<file path="src/rtl/core/mlts_pkg.sv">
// Shared types and constants for the multi-link timeout supervisor.
package mlts_pkg;

  localparam int ID_W        = 16;
  localparam int TIME_W      = 48;
  localparam int TMO_W       = 32;
  localparam int MAX_RESULTS = 16;
  localparam int RES_CNT_W   = 5;  // holds 0..MAX_RESULTS

  localparam logic [TMO_W-1:0] TIMEOUT_RESET = 32'd20000;

  localparam logic CMD_MSG  = 1'b0;
  localparam logic CMD_TICK = 1'b1;

  typedef logic [1:0] kind_t;
  localparam kind_t KIND_RESTORED = 2'd0;
  localparam kind_t KIND_DOWN     = 2'd1;
  localparam kind_t KIND_DROP     = 2'd2;

  // one table entry
  typedef struct packed {
    logic              judged;
    logic              link_up;
    logic [TIME_W-1:0] last_seen;
    logic [ID_W-1:0]   source;
  } entry_t;

  // one result item
  typedef struct packed {
    kind_t           kind;
    logic [ID_W-1:0] src;
    logic            first;
  } res_t;

  typedef enum logic [0:0] {
    ALU_CMP     = 1'b0,
    ALU_ABSDIFF = 1'b1
  } alu_op_t;

  typedef struct packed {
    logic [TIME_W-1:0] diff;
    logic              lt;
    logic              eq;
  } alu_res_t;

endpackage

</file>
<file path="src/rtl/core/mlts_table.sv">
// Source table memory: one write port, one registered read port.
module mlts_table
  import mlts_pkg::*;
#(
  parameter int DEPTH = 16,
  parameter int AW    = 4
) (
  input  logic          clk,
  input  logic          wr_en,
  input  logic [AW-1:0] wr_addr,
  input  entry_t        wr_data,
  input  logic          rd_en,
  input  logic [AW-1:0] rd_addr,
  output entry_t        rd_data
);

  entry_t mem [DEPTH];
  entry_t rd_data_r;

  always_ff @(posedge clk) begin
    if (wr_en) begin
      mem[wr_addr] <= wr_data;
    end
  end

  // read data holds until the next read
  always_ff @(posedge clk) begin
    if (rd_en) begin
      rd_data_r <= mem[rd_addr];
    end
  end

  assign rd_data = rd_data_r;

endmodule

</file>
<file path="src/rtl/core/mlts_alu.sv">
// Shared subtract unit: compare, or absolute difference of two times.
module mlts_alu
  import mlts_pkg::*;
(
  input  alu_op_t           op,
  input  logic [TIME_W-1:0] a,
  input  logic [TIME_W-1:0] b,
  output alu_res_t          res
);

  logic [TIME_W:0] d_ab;
  logic [TIME_W:0] d_ba;

  always_comb begin
    d_ab    = {1'b0, a} - {1'b0, b};
    d_ba    = {1'b0, b} - {1'b0, a};
    res.lt  = d_ab[TIME_W];
    res.eq  = (a == b);
    res.diff = '0;
    if (op == ALU_ABSDIFF) begin
      res.diff = d_ab[TIME_W] ? d_ba[TIME_W-1:0] : d_ab[TIME_W-1:0];
    end
  end

endmodule

</file>
<file path="src/rtl/core/multi_link_timeout_supervisor_unit.sv">
// Top level of the multi-link timeout supervisor: sequencer, table and shared unit.
//
//  channel | dir | handshake          | payload
//  --------+-----+--------------------+-----------------------------------------
//  in_     | in  | tvalid/tready      | tdata: app_id, now_ms; tuser: cmd
//  out_    | out | tvalid/tready      | tdata: source_id, first_report; tuser:
//          |     |                    | kind; tlast: last
//  cfg_    | in  | wr_en              | wr_data: timeout_ms
//
// The idle state takes the item. A message item reads and compares entry by
// entry until it finds its id or the insertion point; an insert then reads and
// moves up each entry below the gap, then writes the new entry. A tick reads,
// differences and judges each used entry, pushes each reported change after
// the first, then flushes. The single read port sets this order of steps.
// Reset clears the fill count, the down count and the timeout (to 20000);
// the table needs no clearing pass, entries past the fill count are unused.
// Output stalls hold the sequencer in the drop, push and flush states.
module multi_link_timeout_supervisor_unit
  import mlts_pkg::*;
#(
  parameter int SOURCES = 16
) (
  input  logic        clk,
  input  logic        rst_n,
  // input items
  input  logic        in_tvalid,
  output logic        in_tready,
  input  logic [63:0] in_tdata,   // [15:0] app_id, [63:16] now_ms
  input  logic [0:0]  in_tuser,   // [0] cmd
  // result items
  output logic        out_tvalid,
  input  logic        out_tready,
  output logic [23:0] out_tdata,  // [15:0] source_id, [16] first_report, [23:17] zero
  output logic [1:0]  out_tuser,  // [1:0] kind
  output logic        out_tlast,
  // configuration
  input  logic        cfg_wr_en,
  input  logic [31:0] cfg_wr_data // timeout_ms
);

  localparam int CW = $clog2(SOURCES + 1);
  localparam int AW = (SOURCES > 1) ? $clog2(SOURCES) : 1;

  typedef enum logic [10:0] {
    S_IDLE   = 11'b000_0000_0001,
    S_M_RD   = 11'b000_0000_0010,  // message scan: read entry
    S_M_CMP  = 11'b000_0000_0100,  // message scan: compare id
    S_INS_RD = 11'b000_0000_1000,  // insert: read entry below gap
    S_INS_WR = 11'b000_0001_0000,  // insert: move it up one
    S_DROP   = 11'b000_0010_0000,
    S_T_RD   = 11'b000_0100_0000,  // tick: read entry
    S_T_DIF  = 11'b000_1000_0000,  // tick: time difference
    S_T_CMP  = 11'b001_0000_0000,  // tick: judge and update
    S_T_PUSH = 11'b010_0000_0000,  // tick: hand held result to output
    S_FLUSH  = 11'b100_0000_0000   // tick: last result out
  } state_t;

  state_t state_r, state_nxt;

  logic [ID_W-1:0]      id_r, id_nxt;
  logic [TIME_W-1:0]    now_r, now_nxt;
  logic [TMO_W-1:0]     timeout_r, timeout_nxt;
  logic [CW-1:0]        count_r, count_nxt;   // table kept sorted by id
  logic [CW-1:0]        idx_r, idx_nxt;       // scan index / insert point
  logic [CW-1:0]        sh_r, sh_nxt;         // insert shift index
  logic [CW-1:0]        down_r, down_nxt;     // judged entries that are down
  logic [RES_CNT_W-1:0] nres_r, nres_nxt;
  logic [TIME_W-1:0]    diff_r, diff_nxt;
  logic                 pend_v_r, pend_v_nxt;
  res_t                 pend_r, pend_nxt;     // held back until last is known
  res_t                 cand_r, cand_nxt;
  logic                 out_valid_r, out_valid_nxt;
  res_t                 out_res_r, out_res_nxt;
  logic                 out_last_r, out_last_nxt;

  logic          tbl_wr_en;
  logic [AW-1:0] tbl_wr_addr;
  entry_t        tbl_wr_data;
  logic          tbl_rd_en;
  logic [AW-1:0] tbl_rd_addr;
  entry_t        tbl_rd_data;

  alu_op_t           alu_op;
  logic [TIME_W-1:0] alu_a;
  logic [TIME_W-1:0] alu_b;
  alu_res_t          alu_res;

  logic          out_free;
  logic          load_out;
  res_t          load_res;
  logic          load_last;
  logic [CW-1:0] sh_m1;
  logic          up;
  logic          change;
  logic          old_down;
  res_t          new_res;

  mlts_table #(
    .DEPTH (SOURCES),
    .AW    (AW)
  ) u_table (
    .clk     (clk),
    .wr_en   (tbl_wr_en),
    .wr_addr (tbl_wr_addr),
    .wr_data (tbl_wr_data),
    .rd_en   (tbl_rd_en),
    .rd_addr (tbl_rd_addr),
    .rd_data (tbl_rd_data)
  );

  mlts_alu u_alu (
    .op  (alu_op),
    .a   (alu_a),
    .b   (alu_b),
    .res (alu_res)
  );

  assign in_tready = (state_r == S_IDLE);
  assign out_free  = !out_valid_r || out_tready;
  assign sh_m1     = sh_r - CW'(1);

  always_comb begin
    state_nxt   = state_r;
    id_nxt      = id_r;
    now_nxt     = now_r;
    timeout_nxt = cfg_wr_en ? cfg_wr_data : timeout_r;
    count_nxt   = count_r;
    idx_nxt     = idx_r;
    sh_nxt      = sh_r;
    down_nxt    = down_r;
    nres_nxt    = nres_r;
    diff_nxt    = diff_r;
    pend_v_nxt  = pend_v_r;
    pend_nxt    = pend_r;
    cand_nxt    = cand_r;

    tbl_wr_en   = 1'b0;
    tbl_wr_addr = idx_r[AW-1:0];
    tbl_wr_data = tbl_rd_data;
    tbl_rd_en   = 1'b0;
    tbl_rd_addr = idx_r[AW-1:0];

    alu_op = ALU_CMP;
    alu_a  = {{(TIME_W-ID_W){1'b0}}, id_r};
    alu_b  = {{(TIME_W-ID_W){1'b0}}, tbl_rd_data.source};

    load_out  = 1'b0;
    load_res  = pend_r;
    load_last = 1'b0;

    up       = alu_res.lt || alu_res.eq;
    change   = 1'b0;
    old_down = tbl_rd_data.judged && !tbl_rd_data.link_up;
    new_res  = pend_r;

    unique case (state_r)
      S_IDLE: begin
        if (in_tvalid) begin
          id_nxt   = in_tdata[15:0];
          now_nxt  = in_tdata[63:16];
          idx_nxt  = '0;
          nres_nxt = '0;
          state_nxt = (in_tuser[0] == CMD_TICK) ? S_T_RD : S_M_RD;
        end
      end

      S_M_RD: begin
        if (idx_r == count_r) begin
          // not found, goes at the end
          if (count_r == CW'(SOURCES)) begin
            state_nxt = S_DROP;
          end else begin
            sh_nxt    = count_r;
            state_nxt = S_INS_RD;
          end
        end else begin
          tbl_rd_en = 1'b1;
          state_nxt = S_M_CMP;
        end
      end

      S_M_CMP: begin
        if (alu_res.eq) begin
          tbl_wr_en             = 1'b1;
          tbl_wr_data.last_seen = now_r;
          state_nxt             = S_IDLE;
        end else if (alu_res.lt) begin
          // first larger id found: insert point is idx
          if (count_r == CW'(SOURCES)) begin
            state_nxt = S_DROP;
          end else begin
            sh_nxt    = count_r;
            state_nxt = S_INS_RD;
          end
        end else begin
          idx_nxt   = idx_r + CW'(1);
          state_nxt = S_M_RD;
        end
      end

      S_INS_RD: begin
        if (sh_r == idx_r) begin
          tbl_wr_en   = 1'b1;
          tbl_wr_data = '{judged: 1'b0, link_up: 1'b0, last_seen: now_r, source: id_r};
          count_nxt   = count_r + CW'(1);
          state_nxt   = S_IDLE;
        end else begin
          tbl_rd_en   = 1'b1;
          tbl_rd_addr = sh_m1[AW-1:0];
          state_nxt   = S_INS_WR;
        end
      end

      S_INS_WR: begin
        tbl_wr_en   = 1'b1;
        tbl_wr_addr = sh_r[AW-1:0];
        sh_nxt      = sh_m1;
        state_nxt   = S_INS_RD;
      end

      S_DROP: begin
        if (out_free) begin
          load_out  = 1'b1;
          load_res  = '{kind: KIND_DROP, src: id_r, first: 1'b0};
          load_last = 1'b1;
          state_nxt = S_IDLE;
        end
      end

      S_T_RD: begin
        if (idx_r == count_r) begin
          state_nxt = S_FLUSH;
        end else begin
          tbl_rd_en = 1'b1;
          state_nxt = S_T_DIF;
        end
      end

      S_T_DIF: begin
        alu_op    = ALU_ABSDIFF;
        alu_a     = now_r;
        alu_b     = tbl_rd_data.last_seen;
        diff_nxt  = alu_res.diff;
        state_nxt = S_T_CMP;
      end

      S_T_CMP: begin
        alu_a     = diff_r;
        alu_b     = {{(TIME_W-TMO_W){1'b0}}, timeout_r};
        change    = !tbl_rd_data.judged || (tbl_rd_data.link_up != up);
        idx_nxt   = idx_r + CW'(1);
        state_nxt = S_T_RD;
        if (change) begin
          tbl_wr_en           = 1'b1;
          tbl_wr_data.judged  = 1'b1;
          tbl_wr_data.link_up = up;
          // AND of stored states, as a count of downs
          down_nxt = down_r - CW'(old_down) + CW'(!up);
          new_res  = '{kind:  (down_nxt != '0) ? KIND_DOWN : KIND_RESTORED,
                       src:   tbl_rd_data.source,
                       first: !tbl_rd_data.judged};
          if (nres_r < RES_CNT_W'(MAX_RESULTS)) begin
            nres_nxt = nres_r + RES_CNT_W'(1);
            if (pend_v_r) begin
              cand_nxt  = new_res;
              state_nxt = S_T_PUSH;
            end else begin
              pend_nxt   = new_res;
              pend_v_nxt = 1'b1;
            end
          end
        end
      end

      S_T_PUSH: begin
        if (out_free) begin
          load_out  = 1'b1;
          pend_nxt  = cand_r;
          state_nxt = S_T_RD;
        end
      end

      S_FLUSH: begin
        if (!pend_v_r) begin
          state_nxt = S_IDLE;
        end else if (out_free) begin
          load_out   = 1'b1;
          load_last  = 1'b1;
          pend_v_nxt = 1'b0;
          state_nxt  = S_IDLE;
        end
      end

      default: begin
        state_nxt = S_IDLE;
      end
    endcase

    // output register
    out_valid_nxt = out_valid_r;
    out_res_nxt   = out_res_r;
    out_last_nxt  = out_last_r;
    if (load_out) begin
      out_valid_nxt = 1'b1;
      out_res_nxt   = load_res;
      out_last_nxt  = load_last;
    end else if (out_tready) begin
      out_valid_nxt = 1'b0;
    end
  end

  always_ff @(posedge clk) begin
    if (!rst_n) begin
      state_r     <= S_IDLE;
      timeout_r   <= TIMEOUT_RESET;
      count_r     <= '0;
      down_r      <= '0;
      pend_v_r    <= 1'b0;
      out_valid_r <= 1'b0;
    end else begin
      state_r     <= state_nxt;
      timeout_r   <= timeout_nxt;
      count_r     <= count_nxt;
      down_r      <= down_nxt;
      pend_v_r    <= pend_v_nxt;
      out_valid_r <= out_valid_nxt;
    end
  end

  always_ff @(posedge clk) begin
    id_r       <= id_nxt;
    now_r      <= now_nxt;
    idx_r      <= idx_nxt;
    sh_r       <= sh_nxt;
    nres_r     <= nres_nxt;
    diff_r     <= diff_nxt;
    pend_r     <= pend_nxt;
    cand_r     <= cand_nxt;
    out_res_r  <= out_res_nxt;
    out_last_r <= out_last_nxt;
  end

  assign out_tvalid = out_valid_r;
  assign out_tdata  = {7'b0, out_res_r.first, out_res_r.src};
  assign out_tuser  = out_res_r.kind;
  assign out_tlast  = out_last_r;

endmodule

</file>
<file path="config.mk">
export PLATFORM = sky130hd
export DESIGN_NAME = multi_link_timeout_supervisor_unit
export DESIGN_NICKNAME = d
export VERILOG_FILES = /design/src/rtl/core/mlts_pkg.sv /design/src/rtl/core/mlts_table.sv /design/src/rtl/core/mlts_alu.sv /design/src/rtl/core/multi_link_timeout_supervisor_unit.sv
export SDC_FILE = /design/constraint.sdc
export NUM_CORES = 2
export LEC_CHECK = 0
export BUFFER_PORTS_ARGS = -buffer_cell sky130_fd_sc_hd__buf_2
export CORE_AREA = 4 4 328 330
export DETAILED_ROUTE_END_ITERATION = 10
export DIE_AREA = 0 0 332 334
export PLACE_DENSITY_LB_ADDON = 0.3
export REMOVE_ABC_BUFFERS = 1
export SETUP_SLACK_MARGIN = 0.15
export SYNTH_ARGS = -nofsm -noshare
export SYNTH_HDL_FRONTEND = slang
export SYNTH_SLANG_ARGS = --single-unit
</file>
<file path="constraint.sdc">
create_clock -name clk -period 10.95 [get_ports clk]
set_clock_uncertainty 0.2 [all_clocks]
set_input_delay 0 -clock clk [delete_from_list [all_inputs] [get_ports clk]]
set_output_delay 0 -clock clk [all_outputs]
set_load 0.1 [all_outputs]
</file>
; Yosys cells after proc, flatten, opt, wreduce, memory -nomap -nowiden
; Memory sizes are Yosys's and may differ from the RTL's. A register that Yosys moved wholly into a read port is not among the register bits.
; Cells that the tools add are included.
[word_totals]
out_inout_bits = 29
in_bits = 102
ff_bits = 240
wordCells = 152
mem_count = 1
ramBits = 1056
[memory_table]
columns = memory, depth, width, rd, rd_ports_with_merged_regs, write_ports, line
row1 = u_table.mem, 16, 66, 1, 1, 1, mlts_table.sv:17  ; entry_t mem [DEPTH];
[classes]
n_eq_ne = 25
magnitude_cmp = 1
muxes = 68
add_sub_neg = 8
n_reduce_logical = 27
[op_table]
columns = op, n
row1 = case mux 48 bit (2 select lines), 3
row2 = case mux 11 bit (11 select lines), 1
row3 = two-way mux 19 bit, 6
row4 = two-way mux 48 bit, 2
row5 = two-way mux 11 bit, 7
row6 = two-way mux 66 bit, 1
row7 = two-way mux 5 bit, 10
row8 = subtractor 48 x 48 -> 49 bit, 1
row9 = == test 48 bit, 1
row10 = subtractor 48 bit, 1
row11 = case mux 19 bit (2 select lines), 1
row12 = two-way mux 10 bit, 3
row13 = case mux 5 bit (3 select lines), 2
row14 = two-way mux 1 bit, 17
row15 = two-way mux 16 bit, 1
row16 = inequality test 2 bit (second input constant), 8
row17 = AND reduction 4 bit, 4
row18 = adder 5 x 1 -> 5 bit (second input constant), 3
row19 = two-way mux 4 bit, 3
row20 = two-way mux 6 bit, 2
row21 = == test 11 x 1 -> 1 bit (second input constant), 1
row22 = == test 11 x 10 -> 1 bit (second input constant), 1
row23 = == test 11 bit (second input constant), 1
row24 = == test 11 x 2 -> 1 bit (second input constant), 1
row25 = other kinds (31), 48

; Depth between registers and ports, before layout
[depth]
ltp_word = 12
ltp_mapped = 27
ltp_nobuf = 25

; By module
; Synthesis repeated with hierarchy kept, for this count alone.
[unflattened]
cells_unflattened = 3557
area_unflattened_um2 = 58620.0
[modules_own_cells]
columns = mod, area_each_um2, instances, seq_area_each_um2, cells_per_inst
row1 = mlts_table, 41461.0, 1, 33692.3, 1698
row2 = multi_link_timeout_supervisor_unit, 11104.4, 1, 6596.3, 897
row3 = mlts_alu, 6054.6, 1, 0.0, 962

; Least setup slack after synthesis
; OpenSTA, ideal clock, no wires.
[synth_path]
kind = reg-to-reg
from = register state_r[3]
to = memory u_table.mem[0][0] (netlist bit), enable pin
setup_ns = 0.588
arrival_time_ns = 10.313
slack_ns = -0.151
path_stages_with_launch = 21
period_less_slack_ns = 11.101
path_cell_list = dfxtp_1 nor2_1 nand2_1 nor4bb_1 nand3b_1 inv_2 clkbuf_1 buf_1 nand2_1 ha_1 buf_2 a21oi_2 o21ai_1 a211o_1 and2_1 buf_2 o31ai_4 xnor2_2 a21oi_4 o21bai_1 a211oi_1
[synth_via]
elab_chain_cells = 10
[synth_lines]
columns = item, line
row1 = "start, declared", multi_link_timeout_supervisor_unit.sv:58  ; state_t state_r, state_nxt;
row2 = "start signal, assigned", multi_link_timeout_supervisor_unit.sv:321  ; state_r <= state_nxt;
row3 = == test 11 x 9 -> 1 bit or == test 11 x 8 -> 1 bit (tied branches), multi_link_timeout_supervisor_unit.sv:156  ; unique case (state_r)
row4 = case mux 48 bit (2 select lines), multi_link_timeout_supervisor_unit.sv:156
row5 = subtractor 48 x 48 -> 49 bit or == test 48 bit (tied branches), "mlts_alu.sv:15, mlts_alu.sv:18"
row6 = logical OR 1 bit, multi_link_timeout_supervisor_unit.sv:151  ; up = alu_res.lt || alu_res.eq;
row7 = inequality test 1 bit, multi_link_timeout_supervisor_unit.sv:250  ; change = !tbl_rd_data.judged || (tbl_rd_data.link_up != up);
row8 = logical OR 1 bit, multi_link_timeout_supervisor_unit.sv:250
row9 = two-way mux 1 bit, multi_link_timeout_supervisor_unit.sv:253  ; if (change) begin
row10 = case mux 1 bit (4 select lines), multi_link_timeout_supervisor_unit.sv:156
row11 = two-way mux 1 bit, mlts_table.sv:21  ; if (wr_en) begin
row12 = two-way mux 1 bit (implied by the code), mlts_table.sv:22  ; mem[wr_addr] <= wr_data;
row13 = "end, declared", mlts_table.sv:17
; Several ways; a longest one is shown, not always the timed one.

; Worst setup path after layout
[layout_path]
from = register state_r[3]
to = memory u_table.mem[9][35] (netlist bit), enable pin
; Same word-level chain as after synthesis.

==> flow_summary_export.csv <==
group,metric,value,unit
routing,drt_iter0_drc,4458,
finish,finalInstanceArea,0.0685,sq mm
synthesis,synth_cell_types,86,
global_route,antenna_found_initial,3,
timing,finalMaxSlewViolations,0,
synthesis,synth_most_common_cell,"edfxtp_1",
routing,avgRoutedWirePerCell,29.0,microns
synthesis,synth_area,0.0594,sq mm
power,switchingPower,4.58,mW
clock_network,clk_pin_slew,0.06,ns
clock_network,cts-resized-gates,0,
finish,drive_gt1_share,18.7,%
power,clkPwrFrac,31.1,%
global_route,grt_pass1_vias,35600,
run,drv_cap,0,
floorplanning,core,0.105,sq mm
floorplanning,die_h,334,microns
synthesis,synth_area_leaders,"edfxtp_1 66%, mux4_2 10%, mux2i_1 4.2%, ha_1 2.2%, dfxtp_1 1.9%",
timing,fmax,0.119,GHz
worst_setup_path,reg2regPathDepth,19,
synthesis,synth_common_cells,"1305 x edfxtp_1, 264 x mux4_2, 251 x mux2i_1",
timing,tightest_slew,1.13,ns
clock_network,clk_path_buf_depth,3,
floorplanning,io_pins,131,
placement,portBuffers,123,
worst_setup_path,reg2reg_from,"state_r[3]$_SDFFE_PN0P_",
worst_setup_path,crit_start,"state_r[3]$_SDFFE_PN0P_",
hold_path,hp-start,"in_tvalid",
timing,finalSetupViolCount,0,
clock_network,clk_latency,0.76,ns
placement,dpl_cell_area,0.0615,sq mm
timing,rsz0062_at_grt,"false",
timing,tns,0,ns
worst_setup_path,cp.required,11.12,ns
placement,gp_congestion,0.971,
worst_setup_path,critPathKind,"register to register",
floorplanning,rows,119,
routing,viasPerCell,6.44,
global_route,overflow,0,
worst_setup_path,slowest_stage,"buf_4",
synthesis,syn-instance-count,3631,
power,power.leakage,24.5,nW
finish,diodes,0,
power,internal-power,10.5,mW
clock_network,cts_made_buffers,137,
synthesis,yosys_warnings,0,
floorplanning,initial_utilization,56.6,%
timing,timing.final.ws_setup,2.53,ns
synthesis,avgSynthCellArea,16.3,sq um
power,combPwrFrac,27.4,%
worst_setup_path,worstPathCellList,"nor2_1, nand2_1, nor4bb_1, nand3b_1, buf_4, inv_6, buf_12, nand2_1, ha_1, nand4_1, nor4_2, and3_1, o21a_2, o31ai_4, xnor2_2, a21oi_4, o211ai_1, a21oi_4, buf_4",
global_route,grt_max_degree,146,
routing,antenna_left,0,
hold_path,hold_class,"input pin to register",
synthesis,yosysTopAreaCell,"edfxtp_1",
worst_setup_path,cp-start-kind,"register",
timing,slew_headroom,24.3,%
routing,first_pass_iters,9,
placement,dp_worst_setup_slack,2.66,ns
worst_setup_path,crit_buf_inv,4,
power,swShare,30.3,%
timing,fin_crit_sh,76.9,%
clock_network,htreeDepth,4,
worst_setup_path,worst_setup_path_end_kind,"register",
worst_setup_path,path_depth,19,
synthesis,postSynth.asyncResetShare,0,%
synthesis,netlist.area_leader.share,66.0,%
clock_network,post_cts_buffers,0,
synthesis,yosysSeqAreaShare,67.9,%
placement,hpwlAfterDp,94900,microns
routing,drt_wl_total,160000,microns
synthesis,ys_dominant_reg_cell,"edfxtp_1",
clock_network,clock-sinks,1360,
floorplanning,die_area,0.111,sq mm
floorplanning,dieWidth,332,microns
power,ir_drop,0.236,mV
synthesis,synth_seq_cells,1360,
finish,synthToLayoutAreaGrowth,15.4,%
routing,route.detailed.drc,0,
clock_network,root_buffer,"clkbuf_16",
hold_path,hold_depth,5,
run_status,status,"completed",
worst_setup_path,cp_max_fo,95,
routing,via_count,35400,
power,p_seq_share,41.5,%
clock_network,cts_tree,"built",
global_route,track_usage,28.8,%
worst_setup_path,crit_family,"simple AND/OR/NAND/NOR gates",
synthesis,synth_edf_count,1305,
timing,hold_violations,0,
power,power.density,221,mW/mm^2
finish,fin_nets,4208,
worst_setup_path,worst_path_largest_cell_delay,0.85,ns
worst_setup_path,worstPathArrival,8.59,ns
global_route,grt_pass1_wl,237000,microns
timing,period_minus_slack,8.42,ns
-- per-layer routing --
metal  track usage [%]  wire length (microns)  vias to the layer above
met4              10.5                   6390                        4
met5                 0                     27                        -
li1                  -                      -                    15000
met3              5.60                  15500                      344
met2              45.2                  74600                     2057
met1              40.9                  63000                    18000
-- cells in the final DEF (no fill, tap or decap), types with 61 or more instances in the layout --
master / synthesis / final
edfxtp_1: 1305 / 1305
mux4_2: 264 / 264
dlygate4sd3_1: 0 / 253
mux2i_1: 251 / 249
nand2_1: 246 / 246
nor2_1: 154 / 148
a21oi_1: 153 / 143
clkbuf_16: 0 / 140
inv_1: 136 / 136
buf_2: 81 / 123
ha_1: 105 / 105
nand3_1: 78 / 78
o21ai_0: 63 / 62
buf_4: 32 / 61
-- registers in the layout, indices dropped and copies added (netlist names), 2 cells and up --
register and flops:
cand_r 18, count_r 5, diff_r 48, down_r 5
id_r 16, idx_r 5, now_r 48, nres_r 5
out_tdata 17, out_tuser 2, pend_r 18, sh_r 5
state_r 11, timeout_r 32, u_table.mem 1056, u_table.rd_data 66
-- worst register-to-register path: stages (launching register included) --
cell and delay (ns):
dfxtp_1 0.35, nor2_1 0.36, nand2_1 0.17, nor4bb_1 0.40, nand3b_1 0.13, buf_4 0.30
inv_6 0.63, buf_12 0.38, nand2_1 0.18, ha_1 0.47, nand4_1 0.23, nor4_2 0.64
and3_1 0.37, o21a_2 0.45, o31ai_4 0.16, xnor2_2 0.26, a21oi_4 0.34, o211ai_1 0.37
a21oi_4 0.76, buf_4 0.85
-- metrics by stage --
step                      total power, mW  hold WS [ns]  std cells  util, %
after floorplan                      10.5        -0.138       3418        -
after global placement               10.4       -0.0239       4997     58.7
after detailed placement             10.4       -0.0219       4997     58.7
after CTS                            15.1        0.0173       5496     65.4
after global routing                 15.7        0.0716       5496     65.4
final                                15.1        0.0822       5496     65.4
-- kinds of logic (layout without fill, tap and decap cells) --
logic type	count (synthesis)	count (layout)	share of synthesized area (%)
DFF	1360	1360	67.9
adders and majority gates	108	108	2.31
buffers and inverters	359	827	2.66
AOI/OAI and AO/OA	497	497	5.67
muxes	561	561	15.1
other	1	7	0.00632
xor gates and xnor gates	66	66	0.986
and+or+nand+nor	679	679	5.38
-- power by group through the flow --
stage               Combinational, mW  Clock (mW)  Sequential, mW
global route                     4.43        5.00            6.26
global placement                 3.99           0            6.37
floorplan                        4.31           0            6.21
finish                           4.14        4.71            6.27
CTS                              4.11        4.75            6.26
detailed placement               3.99           0            6.36
-- path summary, 6_finish.rpt --
path,endpoint,slack [ns]
min reg2reg,down_r[0]$_SDFFE_PN0P_,0.32
min,state_r[5]$_SDFFE_PN0P_,0.08
max reg2reg,u_table.mem[9][35]$_DFFE_PP_,2.53
max,u_table.mem[9][35]$_DFFE_PP_,2.53
-- final cells by class --
cell class / instances / area (sq um)
clock buffer: 180 / 3770
clock inverter: 66 / 717
fill: 7064 / 36300
inverter: 140 / 531
multi-input combinational: 1918 / 17800
sequential: 1360 / 40300
tap: 1391 / 1740
timing repair buffer: 441 / 3690
-- timing repair --
item,in CTS,in global routing
hold endpoints to repair,169,0
hold buffers,253,0
setup endpoints to repair,0,0
(Power assumes the default switching activity.)
